[src/hdl/lcf_pkg.sv]
// shared types, constants and codes for the linear calibration fit block
package lcf_pkg;

    localparam int MAX_POINTS = 32;
    localparam int PT_AW      = $clog2(MAX_POINTS);
    localparam int CNT_W      = PT_AW + 1;
    localparam int FRAC_BITS  = 16;
    localparam int MARGIN_W   = 21;
    localparam int SUM_W      = 38;
    localparam int SQ_W       = 70;
    localparam int WIDE_W     = 176;

    localparam logic [MARGIN_W-1:0] MARGIN_RST = 21'd6554;

    localparam logic [31:0] R2_ONE   = 32'd1 << FRAC_BITS;
    localparam logic [31:0] S32_MAX  = 32'h7FFF_FFFF;
    localparam logic [31:0] S32_MIN  = 32'h8000_0000;
    localparam logic [31:0] CONV_NF  = 32'hFFFF_FFFF << FRAC_BITS;

    localparam logic [1:0] OP_ADD  = 2'd0;
    localparam logic [1:0] OP_FIT  = 2'd1;
    localparam logic [1:0] OP_CONV = 2'd2;

    localparam logic [2:0] STS_OK         = 3'd0;
    localparam logic [2:0] STS_NOT_FITTED = 3'd1;
    localparam logic [2:0] STS_TOO_FEW    = 3'd2;
    localparam logic [2:0] STS_DEGENERATE = 3'd3;
    localparam logic [2:0] STS_FULL       = 3'd4;

    typedef logic signed [WIDE_W-1:0] t_wide;

    typedef struct packed {
        logic [1:0]         opcode;
        logic signed [31:0] concentration_in;
        logic signed [31:0] od_in;
    } t_in;

    typedef struct packed {
        logic [2:0]         status;
        logic signed [31:0] slope_out;
        logic signed [31:0] intercept_out;
        logic [16:0]        r_squared_out;
        logic signed [31:0] concentration_out;
        logic               in_range;
    } t_out;

    typedef struct packed {
        t_wide a;
        t_wide b;
    } t_mul_req;

    typedef struct packed {
        t_wide num;
        t_wide den;
        logic  r2_mode;
    } t_div_req;

    typedef enum logic [3:0] {
        STEP_NSXX, STEP_SXSX, STEP_NSXY, STEP_SXSY, STEP_SYSXX, STEP_SXSXY,
        STEP_NSYY, STEP_SYSY, STEP_DSLOPE, STEP_DICPT, STEP_NUM2, STEP_DENVY,
        STEP_DR2, STEP_DCONV
    } t_step;

endpackage

[src/hdl/lcf_mul.sv]
// serial shift-add signed multiplier, one multiplier bit per cycle
module lcf_mul (
    input  logic             i_clk,
    input  logic             i_rst_n,
    input  logic             i_start,
    input  lcf_pkg::t_mul_req i_req,
    output logic             o_done,
    output lcf_pkg::t_wide   o_prod
);
    localparam int W = lcf_pkg::WIDE_W;

    logic           r_busy, r_done, r_neg;
    logic [W-1:0]   r_ua, r_ub, r_acc;
    lcf_pkg::t_wide r_prod;
    logic [W-1:0]   ua, ub;

    always_comb begin
        ua = i_req.a[W-1] ? unsigned'(-i_req.a) : unsigned'(i_req.a);
        ub = i_req.b[W-1] ? unsigned'(-i_req.b) : unsigned'(i_req.b);
    end

    always_ff @(posedge i_clk) begin
        if (!i_rst_n) begin
            r_busy <= 1'b0;
            r_done <= 1'b0;
        end else begin
            r_done <= 1'b0;
            if (i_start) begin
                r_busy <= 1'b1;
                r_neg  <= i_req.a[W-1] ^ i_req.b[W-1];
                r_ua   <= ua;
                r_ub   <= ub;
                r_acc  <= '0;
            end else if (r_busy) begin
                if (r_ub == '0) begin
                    r_busy <= 1'b0;
                    r_done <= 1'b1;
                    r_prod <= r_neg ? -signed'(r_acc) : signed'(r_acc);
                end else begin
                    if (r_ub[0]) begin
                        r_acc <= r_acc + r_ua;
                    end
                    r_ua <= r_ua << 1;
                    r_ub <= r_ub >> 1;
                end
            end
        end
    end

    assign o_done = r_done;
    assign o_prod = r_prod;

endmodule

[config.mk]
export PLATFORM = sky130hd
export DESIGN_NAME = lcf_mul
export DESIGN_NICKNAME = d
export VERILOG_FILES = /design/src/hdl/lcf_pkg.sv /design/src/hdl/lcf_mul.sv
export SDC_FILE = /design/constraint.sdc
export NUM_CORES = 2
export LEC_CHECK = 0
export BUFFER_PORTS_ARGS = -buffer_cell sky130_fd_sc_hd__buf_2
export CORE_MARGIN = 3
export CORE_UTILIZATION = 40
export CTS_BUF_LIST = sky130_fd_sc_hd__clkbuf_2 sky130_fd_sc_hd__clkbuf_4 sky130_fd_sc_hd__clkbuf_8
export CTS_CLUSTER_DIAMETER = 80
export CTS_CLUSTER_SIZE = 25
export DETAILED_ROUTE_END_ITERATION = 10
export MAX_ROUTING_LAYER = met4
export PLACE_DENSITY_LB_ADDON = 0.3
export SETUP_SLACK_MARGIN = 0.02
export SLEW_MARGIN = 20
export SYNTH_ARGS = -nofsm -noshare
export SYNTH_HDL_FRONTEND = slang
export SYNTH_SLANG_ARGS = --single-unit
[constraint.sdc]
create_clock -name i_clk -period 24.1 [get_ports i_clk]
set_input_delay 4.82 -clock i_clk [delete_from_list [all_inputs] [get_ports i_clk]]
set_output_delay 4.82 -clock i_clk [all_outputs]
set_load 0.01 [all_outputs]
# After elaboration in Yosys (flattened, before gate mapping)
# Cells that the tools add are included.
# word_totals
out_inout_bits	177
elab_cells	40
ff_bits	707
inputBits	355
# classes
add_sub_neg	4
reduce_logical	8
bitwise	4
eq_ne	1
muxes	16
# ops
operator	n
176-bit two-way mux	12
176-bit negator	3
176-bit adder	1
176-bit logical NOT	1
4-bit AND reduction	2
1-bit two-way mux	4
2-bit nonzero test	2
1-bit inverter	3
3-bit AND reduction	1
3-bit OR reduction	1
2-bit inequality test (second input constant)	1
2-bit AND reduction	1
1-bit XOR	1

# Depth between registers and ports, before layout
# depth
ltp_word	4
depth_mapped	13
depth_no_buf	13

# Worst setup path before layout
# OpenSTA, ideal clock, no wires.
# synth_timing
kind	input-to-reg
from	in i_start
to	reg r_prod[0], in the netlist o_prod[0], enable pin
stages	4
n_path_buf	3
arrival_ps	17313
t_required_ps	23173
setup_time_ps	927
slack_ps	5860
cell_sequence	clkbuf_1 -> clkbuf_1 -> clkbuf_1 -> nor3_1
# synth_via
elab_chain_len	2
# synth_lines
element	line_no	source
start, declared	lcf_mul.sv:5	input logic i_start,
1-bit inverter (no line)	n/a	
4-bit AND reduction (no line)	n/a	
end signal, assigned	lcf_mul.sv:38	r_prod <= r_neg ? -signed'(r_acc) : signed'(r_acc);
end, declared	lcf_mul.sv:14	lcf_pkg::t_wide r_prod;
# No other way between the ends.
# A chain may end at the register's enable or synchronous reset.

# Worst setup path after layout
# layout_timing
from	in i_req[180] (netlist bit)
to	reg r_ua[160], data pin
# layout_via
elab_chain_len	3
# layout_lines
element	line_no	source
start, declared	lcf_mul.sv:6	input lcf_pkg::t_mul_req i_req,
176-bit negator	lcf_mul.sv:18	ua = i_req.a[W-1] ? unsigned'(-i_req.a) : unsigned'(i_req.a);
176-bit two-way mux	lcf_mul.sv:18	
176-bit two-way mux	lcf_mul.sv:28	if (i_start) begin
end signal, assigned	lcf_mul.sv:31	r_ua <= ua;
end signal, assigned	lcf_mul.sv:43	r_ua <= r_ua << 1;
end, declared	lcf_mul.sv:13	logic [W-1:0] r_ua, r_ub, r_acc;
# No other way between the ends.

==> results.md <==
- Critical path arrival: 9.30 ns
- Via Count: 49,000
- DR vias/cell: 6.09
- Vias in the first global route: 45,400
- Initial antenna violation count: 63
- Worst r2r dst: r_acc[156]
- Clock skew: 0.0810 ns
- Slew Limit Fails: 0
- Worst reg2reg path depth: 12
- Commonest cells after routing, fill and taps aside: nor2_1, edfxtp_1, a21oi_1, nand2_1, buf_2
- Ratio of cells with drive above 1 in the final layout: 12.8%
- Final hold vios: 0
- Resize count post-CTS: 0
- P_sw: 1430 uW
- Period minus WS final: 8.76 ns
- Crit-path slowest cell: or4_1
- Hold_sp: r_busy
- Register area share after synthesis: 40.9%
- Logic gate share of total power: 32.6%
- Clock-pin slew on the worst setup and hold paths: 0.16 ns
- CTS H-tree depth: 2
- CP Cell Sequence: buf_2, nor4_1, nand4b_1, or3_1, nand2b_1, or4_1, or2_2, nor4_1, nand4_1, o41ai_1, xor2_1, a21oi_1
- Hold Slack: 0.484 ns
- Die X: 366 um
- Crit-path most repeated cell: nor4_1
- Post-route setup TNS: 0 ns
- CTS root buf: clkbuf_8
- Mapped cell area: 51,900 um2
- Num Clock Sinks: 707
- Leak: 0.0197 uW
- WS Path Type: input port to flip-flop
- Cts hold-fix bufs: 0
- Max-Cap Viols: 0
- P&R area growth vs syn: 10.8%
- CP startpoint kind: input port
- Hold path endpoint: o_done
- Global placer's final weighted congestion: 1.08
- Drt initial violations: 5,801
- Slew HR: 26.6%
- Gr ovfl total: 0
- CTS max path bufs: 3
- RSZ-0062 raised after global routing: no
- Worst-skew pair later-pin latency: 0.85 ns
- I/O pin count: 532
- Req. time, crit path: 24.63 ns
- Avg WL per Cell: 26.7 um
- Worst path max stage delay: 0.79 ns
- Initial Util: 40.5%
- CTS tree: done
- Switching share of power: 39.8%
- F_max: 0.114 GHz
- Drt total wl: 215,000 um
- Post-route ant nets: 0
- Seq pwr share: 45.7%
- R2R Path Start: r_acc[0]
- CP Capture Type: flip-flop
- HPWL after DPL: 175,000 um
- Int Power: 2160 uW
- Synth Flop Type: edfxtp_1
- Nets: 6,750
- PD cells: 62.5 nW/um2
- Yosys Warn Count: 0
- Cts bufs inserted: 51
- Clk network pwr share: 21.7%
- #FFs+latches synth: 707
- Worst hold stages: 2
- Remaining DRCs: 0
- Synth Instances: 5,867
- Syn_area_per_cell: 8.85 um2
- Setup violations, final: 0
- Synth Net Count: 6,401
- Synth cell types: 79
- Cell family with most CP delay: simple AND/OR/NAND/NOR gates
- Largest net degree at the start of global routing: 159
- R2r setup slk: 18.22 ns
- Launch point of the worst path: i_req[180]
- Slew @ Worst Pin: 1.09 ns
- Asr flop ratio synth: 0%
- Status: finished, final reports clean
- Die height: 366 um
- Min-Delay Path Class: flip-flop to flip-flop
- EDFF count, synth: 705
- First-pass GRT wire length: 309,000 um
- Maximum vdd drop: 0.0000454 V
- Number of buffers added on ports: 531
- Postcts setup bufs: 0
- Core ar.: 128,000 um2
- Full die area: 134,000 um2
- Crit Path Max Fanout: 8
- Row count: 131
- Total track usage: 31.5%
- Commonest non-fill, non-tap cell in the layout: nor2_1
- Tcrit/Tclk final: 36.4%
- Pre-Repair DR Iteration Count: 6
- WP buf/inv: 1
==> Yosys cell counts, types with 23 or more instances <==
master	number	area (um2)
a211oi_1	23	173
a21o_1	58	435
a21oi_1	646	3230
clkbuf_1	265	995
edfxtp_1	705	21200
ha_1	178	2230
inv_1	81	304
mux2_2	53	597
nand2_1	550	2060
nand2b_1	39	244
nand3_1	116	581
nand4_1	155	970
nor2_1	798	3000
nor2b_1	35	219
nor3_1	148	741
nor4_1	122	763
o21a_1	35	263
o21ai_0	376	1880
o21bai_1	61	458
o31ai_1	166	1250
o41ai_1	79	692
or2_2	56	350
or3_1	110	688
or4_1	93	698
xnor2_1	275	2410
xor2_1	396	3470
==> worst max path at each step <==
| stage | endpoint | slack, ns | cells past startpoint |
|---|---|---|---|
| 2_1_floorplan | o_prod[0] | 5.86 | 4 |
| 3_3_place_gp | r_ua[160] | 14.57 | 12 |
| 3_5_place_dp | r_ua[160] | 14.51 | 12 |
| 4_1_cts | r_ua[160] | 15.39 | 12 |
| 5_1_grt | r_ua[160] | 15.13 | 12 |
| 6_report | r_ua[160] | 15.34 | 12 |
==> stage by stage <==
stage	utilization, %	cell area [um2]	instances	setup WS, ns	power (uW)
finish	44.9	57500	8038	15.34	3590
global route	44.8	57500	8030	15.13	3760
CTS	44.8	57400	7985	15.39	3580
detailed placement	43.8	56100	7892	14.51	2800
global placement	43.7	56100	7892	14.57	2790
floorplan	-	51900	5867	5.86	2380
==> per-layer routing <==
metal / wire, um / GRT usage [%]
met5: 0 / -
met4: 7060 / 8.83
met3: 23800 / 7.93
met2: 91300 / 45.7
met1: 92500 / 43.5
==> sequential cells by signal, indices dropped and copies added, names as in the netlist <==
register / count
r_acc: 176
r_neg: 1
r_ub: 176
r_busy: 1
o_prod: 176
r_ua: 176
o_done: 1
==> worst reg2reg max path: stages (launching register included) <==
cell,delay (ns)
edfxtp_1,0.48
ha_1,0.26
fa_1,0.43
a211oi_1,0.30
o21bai_1,0.22
a2111oi_2,0.79
nor2_1,0.31
a2111oi_0,0.94
nor3_1,0.33
nor3_1,0.87
o21ai_0,0.42
xnor2_1,0.25
nor2_1,0.06
==> cell families after synthesis <==
kind of cell	count (synthesis)	synth area share, %
AOI/OAI and AO/OA	1580	18.4
xor gates and xnor gates	671	11.3
buffers and inverters	354	2.57
adders and majority gates	179	4.33
and+or+nand+nor	2321	21.4
DFF	707	40.9
muxes	55	1.19
==> area by class of cell <==
| type | count | area, um2 |
|---|---|---|
| Fill cell | 12900 | 70700 |
| Multi-Input combinational cell | 4806 | 29400 |
| Sequential cell | 707 | 21200 |
| Timing Repair Buffer | 569 | 2970 |
| Tap cell | 1729 | 2160 |
| Clock buffer | 52 | 716 |
| Clock inverter | 41 | 564 |
| Inverter | 81 | 304 |
| Antenna cell | 53 | 133 |
==> power by group through the flow <==
| stage | combinational (uW) | sequential (uW) | clock, uW |
|---|---|---|---|
| final | 1170 | 1640 | 779 |
| after global routing | 1280 | 1650 | 841 |
| after CTS | 1140 | 1630 | 799 |
| after detailed placement | 1140 | 1660 | 0 |
| after global placement | 1140 | 1660 | 0 |
| after floorplan | 784 | 1590 | 0 |
Note: power is estimated with default switching activity, not from simulation.
