`src/hdl/lcf_pkg.sv`:
```
// shared types, constants and codes for the linear calibration fit block
package lcf_pkg;

    localparam int MAX_POINTS = 32;
    localparam int PT_AW      = $clog2(MAX_POINTS);
    localparam int CNT_W      = PT_AW + 1;
    localparam int FRAC_BITS  = 16;
    localparam int MARGIN_W   = 21;
    localparam int SUM_W      = 38;
    localparam int SQ_W       = 70;
    localparam int WIDE_W     = 176;

    localparam logic [MARGIN_W-1:0] MARGIN_RST = 21'd6554;

    localparam logic [31:0] R2_ONE   = 32'd1 << FRAC_BITS;
    localparam logic [31:0] S32_MAX  = 32'h7FFF_FFFF;
    localparam logic [31:0] S32_MIN  = 32'h8000_0000;
    localparam logic [31:0] CONV_NF  = 32'hFFFF_FFFF << FRAC_BITS;

    localparam logic [1:0] OP_ADD  = 2'd0;
    localparam logic [1:0] OP_FIT  = 2'd1;
    localparam logic [1:0] OP_CONV = 2'd2;

    localparam logic [2:0] STS_OK         = 3'd0;
    localparam logic [2:0] STS_NOT_FITTED = 3'd1;
    localparam logic [2:0] STS_TOO_FEW    = 3'd2;
    localparam logic [2:0] STS_DEGENERATE = 3'd3;
    localparam logic [2:0] STS_FULL       = 3'd4;

    typedef logic signed [WIDE_W-1:0] t_wide;

    typedef struct packed {
        logic [1:0]         opcode;
        logic signed [31:0] concentration_in;
        logic signed [31:0] od_in;
    } t_in;

    typedef struct packed {
        logic [2:0]         status;
        logic signed [31:0] slope_out;
        logic signed [31:0] intercept_out;
        logic [16:0]        r_squared_out;
        logic signed [31:0] concentration_out;
        logic               in_range;
    } t_out;

    typedef struct packed {
        t_wide a;
        t_wide b;
    } t_mul_req;

    typedef struct packed {
        t_wide num;
        t_wide den;
        logic  r2_mode;
    } t_div_req;

    typedef enum logic [3:0] {
        STEP_NSXX, STEP_SXSX, STEP_NSXY, STEP_SXSY, STEP_SYSXX, STEP_SXSXY,
        STEP_NSYY, STEP_SYSY, STEP_DSLOPE, STEP_DICPT, STEP_NUM2, STEP_DENVY,
        STEP_DR2, STEP_DCONV
    } t_step;

endpackage

```
`src/hdl/lcf_div.sv`:
```
// restoring divider, rounds to nearest (ties away from zero) and saturates
module lcf_div (
    input  logic               i_clk,
    input  logic               i_rst_n,
    input  logic               i_start,
    input  lcf_pkg::t_div_req  i_req,
    output logic               o_done,
    output logic signed [31:0] o_quot
);
    localparam int W  = lcf_pkg::WIDE_W;
    localparam int CW = $clog2(W);

    logic               r_busy, r_fin, r_done, r_neg, r_r2;
    logic [W-1:0]       r_dvd, r_q;
    logic [W:0]         r_rem, r_d2;
    logic [CW-1:0]      r_cnt;
    logic signed [31:0] r_quot;

    logic         num_neg, den_neg, ge, q_hi;
    logic [W-1:0] na, nd;
    logic [W:0]   rem_sh;
    logic [31:0]  mag, fin_val, zero_val;

    always_comb begin
        num_neg = i_req.num[W-1];
        den_neg = i_req.den[W-1];
        na      = num_neg ? unsigned'(-i_req.num) : unsigned'(i_req.num);
        nd      = den_neg ? unsigned'(-i_req.den) : unsigned'(i_req.den);
        rem_sh  = {r_rem[W-1:0], r_dvd[W-1]};
        ge      = rem_sh >= r_d2;
        q_hi    = |r_q[W-1:32];
        mag     = r_q[31:0];
        // division by zero: zero over zero is zero, else saturate by sign
        if (na == '0) begin
            zero_val = '0;
        end else if (num_neg) begin
            zero_val = i_req.r2_mode ? 32'd0 : lcf_pkg::S32_MIN;
        end else begin
            zero_val = i_req.r2_mode ? lcf_pkg::R2_ONE : lcf_pkg::S32_MAX;
        end
        if (r_r2) begin
            if (r_neg) begin
                fin_val = '0;
            end else begin
                fin_val = (q_hi || mag > lcf_pkg::R2_ONE) ? lcf_pkg::R2_ONE : mag;
            end
        end else if (r_neg) begin
            fin_val = (q_hi || mag > lcf_pkg::S32_MIN) ? lcf_pkg::S32_MIN : -mag;
        end else begin
            fin_val = (q_hi || mag[31]) ? lcf_pkg::S32_MAX : mag;
        end
    end

    always_ff @(posedge i_clk) begin
        if (!i_rst_n) begin
            r_busy <= 1'b0;
            r_fin  <= 1'b0;
            r_done <= 1'b0;
        end else begin
            r_done <= 1'b0;
            if (i_start) begin
                r_neg <= num_neg ^ den_neg;
                r_r2  <= i_req.r2_mode;
                if (nd == '0) begin
                    r_quot <= signed'(zero_val);
                    r_done <= 1'b1;
                end else begin
                    // (2|n| + |d|) / (2|d|) gives the rounded magnitude
                    r_dvd  <= (na << 1) + nd;
                    r_d2   <= {nd, 1'b0};
                    r_rem  <= '0;
                    r_q    <= '0;
                    r_cnt  <= CW'(W - 1);
                    r_busy <= 1'b1;
                end
            end else if (r_busy) begin
                r_rem <= ge ? rem_sh - r_d2 : rem_sh;
                r_q   <= {r_q[W-2:0], ge};
                r_dvd <= r_dvd << 1;
                if (r_cnt == '0) begin
                    r_busy <= 1'b0;
                    r_fin  <= 1'b1;
                end else begin
                    r_cnt <= r_cnt - 1'b1;
                end
            end else if (r_fin) begin
                r_fin  <= 1'b0;
                r_quot <= signed'(fin_val);
                r_done <= 1'b1;
            end
        end
    end

    assign o_done = r_done;
    assign o_quot = r_quot;

endmodule

```
`config.mk`:
```
export PLATFORM = sky130hd
export DESIGN_NAME = lcf_div
export DESIGN_NICKNAME = d
export VERILOG_FILES = /design/src/hdl/lcf_pkg.sv /design/src/hdl/lcf_div.sv
export SDC_FILE = /design/constraint.sdc
export NUM_CORES = 2
export LEC_CHECK = 0
export BUFFER_PORTS_ARGS = -buffer_cell sky130_fd_sc_hd__buf_2
export CORE_AREA = 2 2 518 366
export DETAILED_ROUTE_END_ITERATION = 7
export DIE_AREA = 0 0 520 368
export SKIP_CTS_REPAIR_TIMING = 1
export SYNTH_ARGS = -nofsm -noshare
export SYNTH_HDL_FRONTEND = slang
export SYNTH_SLANG_ARGS = --single-unit
```
`constraint.sdc`:
```
create_clock -name i_clk -period 52.1 [get_ports i_clk]
set_input_delay 2.605 -clock i_clk [delete_from_list [all_inputs] [get_ports i_clk]]
set_output_delay 2.605 -clock i_clk [all_outputs]
set_load 0.01 [all_outputs]
```
Word-level counts from Yosys, hierarchy flattened
Index checks and enable logic that the tools add are counted.
W data, S select, Z words.
{"block": "word_totals", "elab_cells": 83, "mem_bits_rw": 0, "memories": 0, "out_inout_bits": 33, "ff_bits": 749, "latch_bits": 0, "romBits": 0}
{"block": "op_classes", "n_addsub": 6, "n_mux": 40, "n_mul": 0, "div": 0, "n_reduce_logical": 15, "n_lt_le_gt_ge": 3, "n_eq_ne": 5, "n_shift": 0, "bitwise": 3}
{"operator": "$mux W176", "n": 12}
{"operator": "$mux W32", "n": 13}
{"operator": "$logic_not A176 Y1", "n": 2}
{"operator": "$neg A176 Y176", "n": 2}
{"operator": "$ge A177 B177 Y1", "n": 1}
{"operator": "$add A176 B176 Y176", "n": 1}
{"operator": "$sub A176 B176 Y176", "n": 1}
{"operator": "$reduce_or A144 Y1", "n": 1}
{"operator": "$gt A32 B17 Y1 const B", "n": 1}
{"operator": "$gt A32 B32 Y1 const B", "n": 1}
{"operator": "$mux W8", "n": 4}
{"operator": "$neg A32 Y32", "n": 1}
{"operator": "$mux W31", "n": 1}
{"operator": "$mux W1", "n": 10}
{"operator": "$logic_not A8 Y1", "n": 1}
{"operator": "$reduce_and A4 Y1", "n": 2}
{"operator": "$sub A8 B1 Y8 const B", "n": 1}
{"operator": "$ne A2 B2 Y1 const B", "n": 3}
{"operator": "$reduce_and A3 Y1", "n": 2}
{"operator": "$ne A2 B1 Y1 const B", "n": 2}
{"operator": "$reduce_and A2 Y1", "n": 2}
{"operator": "$reduce_bool A2 Y1", "n": 2}
{"operator": "$logic_or A1 B1 Y1", "n": 3}
{"operator": "$not A1 Y1", "n": 2}
{"operator": "$xor A1 B1 Y1", "n": 1}

Longest topological paths before layout
{"block": "logic_depth", "ltp_word": 8, "depth_mapped": 35, "depth_no_buf": 27}

Least setup slack after synthesis
Ideal clock, no wire load.
{"block": "synth_timing", "path_kind": "in2reg", "startpoint": "input port i_req[36] in the netlist's numbering", "endpoint": "register r_dvd[0], enable pin", "arrival_ps": 28609, "path_buffers": 1, "slack_ps": 22061, "t_required_ps": 50670, "path_stages": 18, "path_cell_list": "nor4_1 nand4_1 nor4_2 buf_2 nand3_1 or2_2 or3_1 or3_1 nor4_1 nand2b_1 nor3_1 nor2_1 xor2_1 nor4_1 nand4b_1 nor4_1 and2_1 nor2_1"}
{"block": "synth_between", "elab_chain_len": 5}
{"element": "start: declaration", "line": "lcf_div.sv:6", "source": "input lcf_pkg::t_div_req i_req,"}
{"element": "$neg A176 Y176", "line": "lcf_div.sv:28", "source": "nd = den_neg ? unsigned'(-i_req.den) : unsigned'(i_req.den);"}
{"element": "$mux W176", "line": "lcf_div.sv:28"}
{"element": "via nd[169]", "line": "lcf_div.sv:20", "source": "logic [W-1:0] na, nd;"}
{"element": "$logic_not A176 Y1", "line": "lcf_div.sv:64", "source": "if (nd == '0) begin"}
{"element": "$ne A2 B2 Y1 (no source line)"}
{"element": "$reduce_and A3 Y1 (no source line)"}
{"element": "end signal: assignment", "line": "lcf_div.sv:69", "source": "r_dvd <= (na << 1) + nd;"}
{"element": "end signal: assignment", "line": "lcf_div.sv:79", "source": "r_dvd <= r_dvd << 1;"}
{"element": "end: declaration", "line": "lcf_div.sv:14", "source": "logic [W-1:0] r_dvd, r_q;"}
The timed path passes the listed nets, and every way through them passes these cells.
A chain may end at the register's enable or synchronous reset.

Final worst setup path
{"block": "layout_timing", "startpoint": "input port i_req[1] in the netlist's numbering", "endpoint": "register r_dvd[169], data pin"}
{"block": "layout_between", "elab_chain_len": 5}
{"element": "$neg A176 Y176", "line": "lcf_div.sv:28"}
{"element": "$mux W176", "line": "lcf_div.sv:28"}
{"element": "via nd[20]", "line": "lcf_div.sv:20"}
{"element": "$add A176 B176 Y176", "line": "lcf_div.sv:69"}
{"element": "$mux W176", "line": "lcf_div.sv:64"}
{"element": "$mux W176", "line": "lcf_div.sv:61", "source": "if (i_start) begin"}
The timed path passes the listed nets, and every way through them passes these cells. The select of a mux whose other input is x is not followed.

==> impl_metrics.tcl <==
set metrics [dict create \
    status "finished, final reports clean" \
    path_clk_slew_ns 0.07 \
    clk_path_buf_depth 3 \
    nFillCells 18900 \
    grt_pass1_wl_um 416000 \
    grt_max_degree 186 \
    cts.sinks 749 \
    start_kind "input pin" \
    fin_crit_sh_pct 20.8 \
    cap_violations 0 \
    fin_tns_setup_ns 0 \
    synthFlopType "edfxtp_1" \
    fmax_ghz 0.0921 \
    min_period_ns 10.86 \
    nNetsFinal 8448 \
    post-route-util_pct 38.9 \
    critPathKind "input pin to flip-flop" \
    rsz0062_at_grt "false" \
    cts-root-buf "clkbuf_16" \
    place_ws_ns 40.73 \
    core_mm2 0.187 \
    synth_nets 8221 \
    firstDrtPassIters 7 \
    cts_max_level 3 \
    synth_area_per_cell_um2 8.63 \
    vdd_ir_drop_max_mv 0.0264 \
    ys_ff_latch 749 \
    rows 133 \
    gr-total-overflow 0 \
    worst-path-max-fanout 9 \
    fin_area_mm2 0.0726 \
    layout_common_cells "753 x nand2_1, 746 x edfxtp_1, 712 x a21oi_1, 542 x xnor2_1, 515 x nor2_1" \
    crit_buf_inv 2 \
    crit_top_cell "a21oi_1" \
    cpPeakStageDelay_ns 0.83 \
    relSlewSlack_pct 9.03 \
    drtIter0Drc 9096 \
    start_util_pct 34.8 \
    power.leakage_nw 26.8 \
    placed_cell_area_mm2 0.0696 \
    tritoncts "yes" \
    place_inst 10200 \
    worstSkewPairLatency_ns 0.76 \
    grt_pass1_vias 55900 \
    cp_data_required_time_ns 52.56 \
    ys_seq_area_share_pct 34.6 \
    syn_area_mm2 0.0649 \
    hold_class "flip-flop to flip-flop" \
    fin_ws_ns 41.24 \
    cts_made_buffers 85 \
    die_h_um 368 \
    dieArea_mm2 0.191 \
    setup_viol 0 \
    viasPerCell 6.06 \
    place.gp.congestion 1.06 \
    yosysWarnings 0 \
    slowest_stage "or4_1" \
    pin_count 389 \
    synthCells 7516 \
    die_x_um 520 \
    finalMaxSlewViolations 0 \
    drive_above_1_share_pct 10.9 \
    critPathTopFamily "compound AO/OA/AOI/OAI gates" \
    drt_wl_total_um 296000 \
    tightest_slew_ns 1.36 \
    grtUsageTotal_pct 29.7 \
    drtAntennaViolNets 0 \
    io_buffers 388 \
    fin_skew_ns 0.0593 \
    area_delta_synth_final_pct 11.9 \
    end_kind "flip-flop" \
    vias 62800 \
    antenna_found_initial 129 \
    dp_hpwl_um 241000 \
    routedWlPerCell_um 28.5 \
    p_total_mw 2.28 \
    drc 0 \
    final_cells 10400 \
    synth_cell_type_count 99 \
    hold_ws_ns 0.468 \
    arrival_ns 11.32 \
    finalHoldViolCount 0 \
    async_flop_share_pct 0 \
    power_density_mw_per_mm2 31.3 \
    synth_edf_count 746 \
    layout_commonest_cell "nand2_1" \
]
worst paths after layout:
check | startpoint | endpoint | slack (ns) | cells after the start
worst max-delay path | i_req[1] | r_dvd[169] | 41.24 | 27
worst min-delay path | r_fin | r_fin | 0.47 | 2
worst max register to register | r_d2[1] | r_rem[15] | 43.17 | 24
worst min register to register | r_fin | r_fin | 0.47 | 2
layout make-up:
class | instances | area (µm²) | area share (%)
Multi-Input combinational cell | 6023 | 39700 | 54.7
Sequential cell | 749 | 22500 | 30.9
Tap cell | 2497 | 3120 | 4.30
Timing Repair Buffer | 513 | 2920 | 4.02
Clock buffer | 103 | 2190 | 3.02
Inverter | 371 | 1390 | 1.92
Clock inverter | 52 | 657 | 0.905
Antenna cell | 61 | 153 | 0.210
layer usage:
| layer | global-route usage (%) | vias to the layer above | wire (µm) |
|---|---|---|---|
| li1 | - | 28300 | - |
| met1 | 47.0 | 30600 | 142000 |
| met2 | 38.6 | 3393 | 112000 |
| met3 | 6.31 | 490 | 30300 |
| met4 | 9.99 | 6 | 11300 |
| met5 | 0 | - | 38 |
kinds of logic (layout without fill, tap and decap cells):
kind of cell               count (synthesis)  after routing  synth area share, %
adders and majority gates                362            362                 6.95
buffers and inverters                    744           1039                 4.32
other                                      0             61                    0
AOI/OAI and AO/OA                       2032           2032                 19.8
muxes                                    106            106                 1.82
and+or+nand+nor                         2711           2711                 21.3
xor gates and xnor gates                 812            812                 11.2
DFF                                      749            749                 34.6
sequential cells by signal, summed over array words and instances, names as in the netlist:
name / cells
r_d2: 176
r_dvd: 176
r_q: 176
r_rem: 176
o_quot: 32
r_cnt: 8
o_done: 1
r_busy: 1
r_fin: 1
r_neg: 1
r_r2: 1
report_power, final:
part	internal [mW]	leakage [nW]	switching, mW
clock	0.347	1.36	0.281
sequential	0.739	7.17	0.0273
combinational	0.305	18.2	0.577
tightest hold or removal path, stage by stage (launching register included):
cell,delay (ns)
dfxtp_1,0.33
a21oi_1,0.04
nor2_1,0.07
synthesized netlist by cell type (17+ instances only):
master	instances	area (µm²)
nand2b_1	69	432
o21ai_0	375	1880
a211oi_1	69	518
ha_1	347	4340
xnor2_1	548	4800
or4_1	103	773
or2_2	57	357
o211ai_1	27	203
o31ai_1	117	878
and2_1	35	219
a31oi_1	90	563
o221ai_1	20	175
xor2_1	252	2210
a21oi_1	713	3570
a41oi_1	20	175
mux2_2	95	1070
nand3_1	119	596
and3_1	20	125
inv_1	371	1390
nor3_1	189	946
nor2b_1	235	1470
nand2_1	753	2830
nand4_1	214	1340
o21a_1	57	428
clkbuf_1	354	1330
and4_1	17	149
a21boi_0	24	180
nor4_1	193	1210
or3_1	110	688
o21bai_1	95	713
edfxtp_1	746	22400
o41ai_1	71	622
nor2_1	516	1940
a21o_1	189	1420
(Power assumes the default switching activity.)
